===== config.mk =====
export PLATFORM = sky130hd
export DESIGN_NAME = mdpc_result
export DESIGN_NICKNAME = d
export VERILOG_FILES = /design/src/rtl/mdpc_pkg.sv /design/src/rtl/mdpc_result.sv
export SDC_FILE = /design/constraint.sdc
export NUM_CORES = 1
export LEC_CHECK = 0
export BUFFER_PORTS_ARGS = -buffer_cell sky130_fd_sc_hd__clkbuf_2
export CORE_MARGIN = 1
export CORE_UTILIZATION = 44
export DETAILED_ROUTE_END_ITERATION = 8
export PLACE_DENSITY = 0.9
export SYNTH_ARGS = -nofsm -noshare
export SYNTH_HDL_FRONTEND = slang
export SYNTH_SLANG_ARGS = --single-unit

===== constraint.sdc =====
create_clock -name clock -period 1.7 [get_ports clock]
set_input_delay 0.425 -clock clock [delete_from_list [all_inputs] [get_ports clock]]
set_output_delay 0.425 -clock clock [all_outputs]
set_load 0.02 [all_outputs]

===== src/rtl/mdpc_pkg.sv =====
// Shared constants, codes and types of the multi-DFA path classifier.
`timescale 1ns / 1ps
`default_nettype none
package mdpc_pkg;

   localparam int NUM_TECHNIQUES = 8;
   localparam int NUM_STATES     = 64;
   localparam int NUM_SYMBOLS    = 10;
   localparam int N_AUTO         = NUM_TECHNIQUES + 1;

   localparam int OP_W   = 3;
   localparam int AUTO_W = 4;
   localparam int ST_W   = $clog2(NUM_STATES);
   localparam int SYM_W  = 4;
   localparam int NXT_W  = 7;
   localparam int LIM_W  = 9;
   localparam int TC_W   = 4;
   localparam int MASK_W = 8;
   localparam int CSR_W  = 4;
   localparam int CSR_IDX_W = 1;

   localparam int MAX_LIMIT = 256;
   localparam int TR_DEPTH  = NUM_STATES << SYM_W;
   localparam int TR_AW     = $clog2(TR_DEPTH);

   localparam logic [NXT_W-1:0] STATE_NONE = NXT_W'(NUM_STATES);

   typedef enum logic [OP_W-1:0] {
      OP_WR_TRANS  = 3'd0,
      OP_WR_ACCEPT = 3'd1,
      OP_WR_LIMIT  = 3'd2,
      OP_EVENT     = 3'd3,
      OP_END_PATH  = 3'd4
   } op_type;

   typedef enum logic [CSR_IDX_W-1:0] {
      CSR_ENABLE     = 1'd0,
      CSR_TECH_COUNT = 1'd1
   } csr_idx_type;

   // Broadcast from the top level to every automaton lane.
   typedef struct packed {
      logic              clr;
      logic [TR_AW-1:0]  clr_addr;
      logic              ev_go;
      logic              end_go;
      logic              tr_we;
      logic              acc_we;
      logic              lim_we;
      logic [ST_W-1:0]   state_idx;
      logic [SYM_W-1:0]  symbol;
      logic [NXT_W-1:0]  next_state;
      logic              accept_bit;
      logic [LIM_W-1:0]  length_limit;
      logic              bad_seen;
      logic [LIM_W-1:0]  events_seen;
   } lane_ctrl_type;

endpackage
`default_nettype wire


===== src/rtl/mdpc_result.sv =====
// End-of-path result stage: combines accept bits and limit checks into the response.
`timescale 1ns / 1ps
`default_nettype none
module mdpc_result (
   input  wire logic                              clock,
   input  wire logic                              reset,
   input  wire logic                              end_go,
   input  wire logic                              enable,
   input  wire logic [mdpc_pkg::TC_W-1:0]         tech_count,
   input  wire logic [mdpc_pkg::N_AUTO-1:0]       ok,
   input  wire logic [mdpc_pkg::N_AUTO-1:0]       acc,
   output logic                                   stall,
   output logic                                   rsp_valid,
   input  wire logic                              rsp_ready,
   output logic      [mdpc_pkg::MASK_W-1:0]       rsp_support_mask,
   output logic                                   rsp_target_accepted
);
   import mdpc_pkg::*;

   logic              s1_valid_ff, s1_valid_in;
   logic              en_ff, en_in;
   logic [TC_W-1:0]   count_ff, count_in;
   logic              out_valid_ff, out_valid_in;
   logic [MASK_W-1:0] mask_ff, mask_in;
   logic              tacc_ff, tacc_in;
   logic              s1_move;

   assign s1_move = s1_valid_ff & (~out_valid_ff | rsp_ready);
   assign stall   = s1_valid_ff & ~s1_move;

   always_comb begin
      s1_valid_in  = end_go | (s1_valid_ff & ~s1_move);
      en_in        = end_go ? enable : en_ff;
      count_in     = end_go ? tech_count : count_ff;
      out_valid_in = s1_move | (out_valid_ff & ~rsp_ready);

      tacc_in = en_ff & ok[0] & acc[0];
      mask_in = '0;
      for (int i = 0; i < MASK_W; i++) begin
         if (i < NUM_TECHNIQUES) begin
            mask_in[i] = tacc_in && (i < int'(count_ff)) && ok[i+1] && acc[i+1];
         end
      end
      if (!s1_move) begin
         tacc_in = tacc_ff;
         mask_in = mask_ff;
      end
   end

   always_ff @(posedge clock) begin
      if (reset) begin
         s1_valid_ff  <= 1'b0;
         out_valid_ff <= 1'b0;
      end else begin
         s1_valid_ff  <= s1_valid_in;
         out_valid_ff <= out_valid_in;
      end
      en_ff    <= en_in;
      count_ff <= count_in;
      mask_ff  <= mask_in;
      tacc_ff  <= tacc_in;
   end

   assign rsp_valid           = out_valid_ff;
   assign rsp_support_mask    = mask_ff;
   assign rsp_target_accepted = tacc_ff;

   a_no_end_while_stalled: assert property (@(posedge clock) disable iff (reset)
      end_go |-> ~stall)
      else $error("end of path request accepted while result stage stalled");

   a_mask_needs_target: assert property (@(posedge clock) disable iff (reset)
      out_valid_ff |-> (tacc_ff || mask_ff == '0))
      else $error("technique mask set without target acceptance");

   a_stage_feeds_output: assert property (@(posedge clock) disable iff (reset)
      s1_move |=> out_valid_ff)
      else $error("result lost between stage and output register");

   a_end_reaches_stage: assert property (@(posedge clock) disable iff (reset)
      end_go |=> s1_valid_ff)
      else $error("end of path request did not enter result stage");

endmodule
`default_nettype wire

After elaboration in Yosys (flattened, before gate mapping)
Index checks and enable logic that the tools add are counted.
{ "classes": {"n_lt_le_gt_ge": 8, "n_bitwise": 11, "n_reduce_logical": 24} }
{ "op_table": {"columns": ["cell", "n"], "rows": [
  ["1-bit logical AND", 24],
  ["3-bit by 4-bit < comparator with 1-bit output (first input constant)", 4],
  ["1-bit by 4-bit < comparator with 1-bit output (first input constant)", 2],
  ["2-bit by 4-bit < comparator with 1-bit output (first input constant)", 2],
  ["1-bit bitwise AND", 5],
  ["1-bit inverter", 3],
  ["1-bit OR", 3]
]} }
{ "word_totals": {"regBits": 16, "in_bits": 27, "output_inout_bits": 11, "word_cells": 49} }

Logic depth before layout (Yosys ltp)
Gate-level depths: netlist (run 1).
{ "depth": {"depth_word": 6, "ltp_mapped": 3, "depth_no_buf": 2} }

Worst setup path before layout (run 1)
Ideal clock, no wire load.
{ "synth_path": {"kind": "register to output", "from": "register out_valid_ff, in the netlist rsp_valid", "to": "output stall", "arrival_time_ns": 0.751, "required_time_ns": 1.275, "setup_slack_ns": 0.524, "stages_incl_launch_ff": 2, "path_buffers": 0, "path_cell_list": "dfxtp_1 and3b_1"} }
{ "synth_between": {"elab_chain_len": 5} }
{ "synth_lines": {"columns": ["item", "line", "text"], "rows": [
  ["start, declared", "mdpc_result.sv:23", "logic out_valid_ff, out_valid_in;"],
  ["start signal, assigned", "mdpc_result.sv:56", "out_valid_ff <= out_valid_in;"],
  ["1-bit inverter", "mdpc_result.sv:28", "assign s1_move = s1_valid_ff & (~out_valid_ff | rsp_ready);"],
  ["1-bit OR", "mdpc_result.sv:28", null],
  ["1-bit bitwise AND", "mdpc_result.sv:28", null],
  ["1-bit inverter", "mdpc_result.sv:29", "assign stall = s1_valid_ff & ~s1_move;"],
  ["1-bit bitwise AND", "mdpc_result.sv:29", null],
  ["end, declared", "mdpc_result.sv:12", "output logic stall,"]
]} }
No other way between the ends.

Worst setup path after layout (run 1)
Same ends and word-level chain as after synthesis.

==> results.md, run 1 <==
- Status: complete, no violations
- CTS tree: yes
- Yosys reg bits: 16
- Setup TNS: 0 ns
- Post-CTS sizing: 0
- # nets final: 115
- Top cells by area, synth: edfxtp_1, dfxtp_1, nor3_1
- Slack of the critical path: 0.2751 ns
- Pin count of the biggest net entering global routing: 10
- Area Growth Syn to Fin: 35.40%
- Clock sink total: 16
- Io pins: 38
- Layout cells sized above 1: 0.5057
- Pre-CTS setup slack: 0.3497 ns
- Vias in the first global route: 457
- Initial drt markers: 4
- Die ar.: 1627 um2
- Clock buffer depth: 2
- Unrepaired setup endpoints after global routing: false
- Post-synth top area share: 0.6499
- Total Power: 799.9 uW
- Crit Path Category: register to output pin
- PortBufs: 37
- Worst Skew: 0.005267 ns
- Crit path max fanout: 3
- Post-synthesis sequential area ratio: 0.7118
- Crit path DAT: 1.00 ns
- Die W: 40.34 um
- Endpoints failing setup: 0
- Pins Over Slew Limit: 0
- CTS buffer count: 3
- Diodes inserted: 0
- Highest Clock Rate: 701.8 MHz
- Mapped Area: 646.9 um2
- Pwr per Cell Area: 913.3 nW/um2
- Starting Density: 0.4850
- Via density: 4.941
- Relative slew slack: 0.7440
- First-pass GRT wire length: 1669 um
- Ys Warns: 0
- Worst min path class: input port to register
- Worst skew pair latency: 0.28 ns
- Post-CTS setup buffer count: 0
- Die Y: 40.34 um
- Fin crit share: 0.8382
- 1st-pass router iterations: 3
- GRT Util Overall: 0.1606
- Final WL: 1088 um
- H-tree levels: 1
- Min cycle time layout: 1.425 ns
- Hpwl dp: 879.2 um
- Clock-pin slew on the worst setup and hold paths: 0.09 ns
- Reg2reg path depth: 2
- Hold buffers post-CTS: 0
- Leading area contributor after synthesis: edfxtp_1
- CTS root buf: clkbuf_4
- Max cap viols: 0
- Initial antenna violation count: 0
- Most common cell after layout, fill and taps aside: clkbuf_2
- Routed Antenna Nets: 0
- Final GP Congestion: 0.6915
- DRC violations left: 0
- Final hold vios: 0
- WL per Instance: 10.67 um
- CP endpoint kind: output pin
- Fill cells: 120
- Row count: 13
- Leakage Power: 0.0003891 uW
- Syn nets: 74
- Syn_area_per_cell: 13.76 um2
- Max VDD drop: 613.8 uV
- Commonest cells after routing, fill and taps aside: clkbuf_2, edfxtp_1, nand2_1
- CP required: 1.27 ns
- Core Footprint: 1334 um2
- Startpoint types: register
- Worst hold stages: 2
- Vias: 504
- Mapped Cells: 47
- Cell variety after synth: 21
- Worst slew pin tran: 0.3839 ns
- GRT overflow: 0
-- state kept, by name (all words and copies together) (netlist names) --
signal               count
en_ff                    1
rsp_target_accepted      1
s1_valid_ff              1
count_ff                 4
rsp_support_mask         8
rsp_valid                1
-- path summary, 6_finish.rpt --
kind / startpoint / end / slack (ns)
setup / recovery: rsp_valid / stall / 0.28
hold / removal: reset / rsp_valid / 0.30
setup reg to reg: count_ff[2] / rsp_support_mask[0] / 0.56
hold reg to reg: s1_valid_ff / rsp_valid / 0.46
-- report_power, final --
part | switching [uW] | internal [uW] | total, uW
Combinational | 47.1 | 41.2 | 88.3
Clock | 111 | 130 | 241
Sequential | 18.1 | 452 | 470
Total | 176 | 624 | 800
-- synthesized netlist by cell type (all sizes together) --
cell type	n
a21oi	2
nor3	4
nor4	1
a31oi	1
inv	3
and3b	1
o311ai	1
o21ai	1
nand2b	1
o211ai	1
nand2	5
edfxtp	14
dfxtp	2
a211oi	2
nand3	2
nor2	3
and2	1
o21ba	1
buf	1
-- per-stage QoR --
stage	instance area, um2	utilization	hold WS (ns)	cells
4_1_cts	875.8	0.6567	0.2924	102
6_report	875.8	0.6567	0.3024	102
3_3_place_gp	839.6	0.6295	0.4353	98
3_5_place_dp	839.6	0.6295	0.4539	98
5_1_grt	875.8	0.6567	0.2986	102
2_1_floorplan	646.9	-	0.4236	47
-- critical path, cell delays in order (launching register included) --
cell and delay [ns]:
dfxtp_1 0.36, and3b_1 0.19, clkbuf_2 0.18
-- cells by family (layout without fill, tap and decap cells) --
group / Yosys count / after routing / share of synthesized area
AOI/OAI and AO/OA: 9 / 9 / 0.1103
buffers and inverters: 4 / 44 / 0.03481
and+or+nand+nor: 18 / 18 / 0.1432
DFF: 16 / 16 / 0.7118
-- cell type report --
cell class	count	area, um2	area share
sequential	16	460.4	0.5257
timing repair buffer	37	185.2	0.2114
multi-input combinational	27	163.9	0.1871
clock buffer	4	36.28	0.04143
tap	15	18.77	0.02143
inverter	3	11.26	0.01286
-- layer usage --
layer / GRT usage / share of wire / vias up
met1: 0.1624 / 0.41 / 215
met2: 0.3056 / 0.50 / 30
met4: 0.07500 / 0 / 0
li1: - / - / 259
met5: 0 / 0 / -
met3: 0.03333 / 0.083 / 0
Note: power is estimated with default switching activity, not from simulation.
==> run 2: changes to the inputs <==
--- a/config.mk
+++ b/config.mk
@@ -7,9 +7,9 @@
 export LEC_CHECK = 0
 export BUFFER_PORTS_ARGS = -buffer_cell sky130_fd_sc_hd__clkbuf_2
 export CORE_MARGIN = 1
-export CORE_UTILIZATION = 44
+export CORE_UTILIZATION = 41
 export DETAILED_ROUTE_END_ITERATION = 8
-export PLACE_DENSITY = 0.9
+export PLACE_DENSITY = 0.85
 export SYNTH_ARGS = -nofsm -noshare
 export SYNTH_HDL_FRONTEND = slang
 export SYNTH_SLANG_ARGS = --single-unit
==> constraint.sdc (replaced) <==
create_clock -name clock -period 1.5 [get_ports clock]
set_input_delay 0.375 -clock clock [delete_from_list [all_inputs] [get_ports clock]]
set_output_delay 0.375 -clock clock [all_outputs]
set_load 0.02 [all_outputs]
==> run 2 against run 1 <==
- routed wire length decreased by 7.9%
- flip-flop and latch count unchanged
- first-iteration DRC count increased by 100%
- final cell count unchanged
- worst setup slack got worse by 0.14 ns
- via count decreased by 2.2%
- critical path type unchanged
==> results.md, run 2 (synthesis results as in run 1) <==
- CP required: 1.12 ns (-0.15 ns)
- Hold path start: reset
- Fin crit share: 0.9069
- 1st-pass router iterations: 4 (+1)
- CTS buffer count: 3 (unchanged)
- Initial drt markers: 8 (+4)
- Post-CTS setup buffer count: 0 (unchanged)
- Clock buffer depth: 2 (unchanged)
- M3 GR Usage: 0.03913 (+0.005797)
- CP top delay family: flip-flops
- CTS tree: yes
- Pin count of the biggest net entering global routing: 10 (unchanged)
- Unrepaired setup endpoints after global routing: false
- Pwr per Cell Area: 992.1 nW/um2 (+8.6%)
- Min-Delay Endpoint: rsp_valid
- Hpwl dp: 834.5 um (-5.1%)
- Max cap viols: 0 (unchanged)
- Max reg flops: 8 (unchanged)
- Via density: 4.833 (-2.2%)
- Post-CTS sizing: 0 (unchanged)
- Layer with the highest usage: met2
- Diodes inserted: 0 (unchanged)
- Worst skew pair latency: 0.28 ns (about the same)
- # nets final: 115 (unchanged)
- Commonest cells after routing, fill and taps aside: clkbuf_2, edfxtp_1, nand2_1
- Buf/Inv on CP: 1 (unchanged)
- First-pass GRT wire length: 1676 um (+0.42%)
- Met1 Use GR: 0.1331 (-0.02922)
- Clock-pin slew on the worst setup and hold paths: 0.08 ns (about the same)
- Min cycle time layout: 1.360 ns
- Die W: 41.72 um (+3.4%)
- Most common cell after layout, fill and taps aside: clkbuf_2
- Fin Hold WS: 0.2534 ns (-0.04902 ns)
- Endpoints failing setup: 0 (unchanged)
- Area of the multi-input gates: 163.9 um2 (unchanged)
- Die ar.: 1741 um2 (+7.0%)
- Flop-to-flop setup slack: 0.38 ns (-0.18 ns)
- Max VDD drop: 789.4 uV (+29%)
- PortBufs: 37 (unchanged)
- Starting Density: 0.4679 (-0.01712)
- CP endpoint kind: output pin
- Max stage delay cell, worst path: dfxtp_1
- H-tree levels: 1 (unchanged)
- Worst slew pin tran: 0.3953 ns (+0.01137 ns)
- Initial antenna violation count: 0 (unchanged)
- Crit Path Category: register to output pin
- Final hold vios: 0 (unchanged)
- Crit path max fanout: 3 (unchanged)
- Clock sink total: 16 (unchanged)
- Worst min path class: input port to register
- Layout cells sized above 1: 0.4943 (-0.01149)
- DRC violations left: 0 (unchanged)
- Relative slew slack: 0.7365 (-0.007583)
- GRT Util Overall: 0.1259 (-0.03465)
- FF+latch area: 460.4 um2 (unchanged)
- Leakage Power: 0.0003831 uW (-1.5%)
- Vias in the first global route: 437 (-4.4%)
- Met2 usage: 0.2344 (-0.07118)
- Setup TNS: 0 ns (unchanged)
- Core Footprint: 1383 um2 (+3.7%)
- Startpoint types: register
- Io pins: 38 (unchanged)
- WL per Instance: 9.824 um (-7.9%)
- Routed Antenna Nets: 0 (unchanged)
- Final GP Congestion: 0.6711 (-3.0%)
- Final WL: 1002 um (-7.9%)
- CP peak stage delay: 0.36 ns (about the same)
- Vias: 493 (-2.2%)
- Pins Over Slew Limit: 0 (unchanged)
- CP cell instances: and3b_1 -> clkbuf_2
- GRT overflow: 0 (unchanged)
- Row count: 13 (unchanged)
- Status: complete, no violations
- RR Endpoint: rsp_support_mask[0]
- Crit path DAT: 0.99 ns (about the same)
- Reg-to-Reg Start: count_ff[3]
- CTS root buf: clkbuf_4
- Die Y: 41.72 um (+3.4%)
- Hold buffers post-CTS: 0 (unchanged)
- Reg2reg path depth: 2 (unchanged)
- Fill cells: 112 (-6.7%)
- Worst Skew: 0.002673 ns (-0.002594 ns)
- Area Growth Syn to Fin: 33.85%
- Highest Clock Rate: 735.1 MHz
- Worst hold stages: 2 (unchanged)
## run 2: worst max path at each step
stage / from / endpoint / slack, ns / depth (start not counted)
floorplan: rsp_valid / stall / 0.37 / 1
CTS: rsp_valid / stall / 0.13 / 2
global placement: rsp_ready / rsp_support_mask[6] / 0.23 / 3
detailed placement: rsp_ready / rsp_support_mask[1] / 0.18 / 3
global route: rsp_valid / stall / 0.09 / 2
finish: rsp_valid / stall / 0.14 / 2
## run 2: routing by layer
metal / share of wire / wire (um)
met1: 0.43 / 427
met2: 0.45 / 451
met3: 0.11 / 108
met4: 0.014 / 14
met5: 0 / 0
## run 2: report_power, final
part | leakage (uW) | total, uW | switching [uW] | internal [uW]
Combinational | 0.000222 | 98.5 | 51.9 | 46.6
Clock | 0.0000150 | 228 | 125 | 103
Sequential | 0.000146 | 532 | 19.9 | 512
## run 2: stage by stage
step	power, uW	instance area [um2]	std cells	worst slack (ns)	utilization
2_1_floorplan	591.6	646.9	47	0.3745	-
3_3_place_gp	639.9	839.6	98	0.2337	0.6072
3_5_place_dp	643.1	839.6	98	0.1784	0.6072
4_1_cts	866.9	865.8	102	0.1304	0.6262
5_1_grt	898.2	865.8	102	0.09150	0.6262
6_report	859.0	865.8	102	0.1396	0.6262
## run 2: layout make-up
type / instances / share of cell area
multi-input combinational: 27 / 0.1893
clock buffer: 4 / 0.03035
inverter: 3 / 0.01301
timing repair buffer: 37 / 0.2139
sequential: 16 / 0.5318
tap: 15 / 0.02168
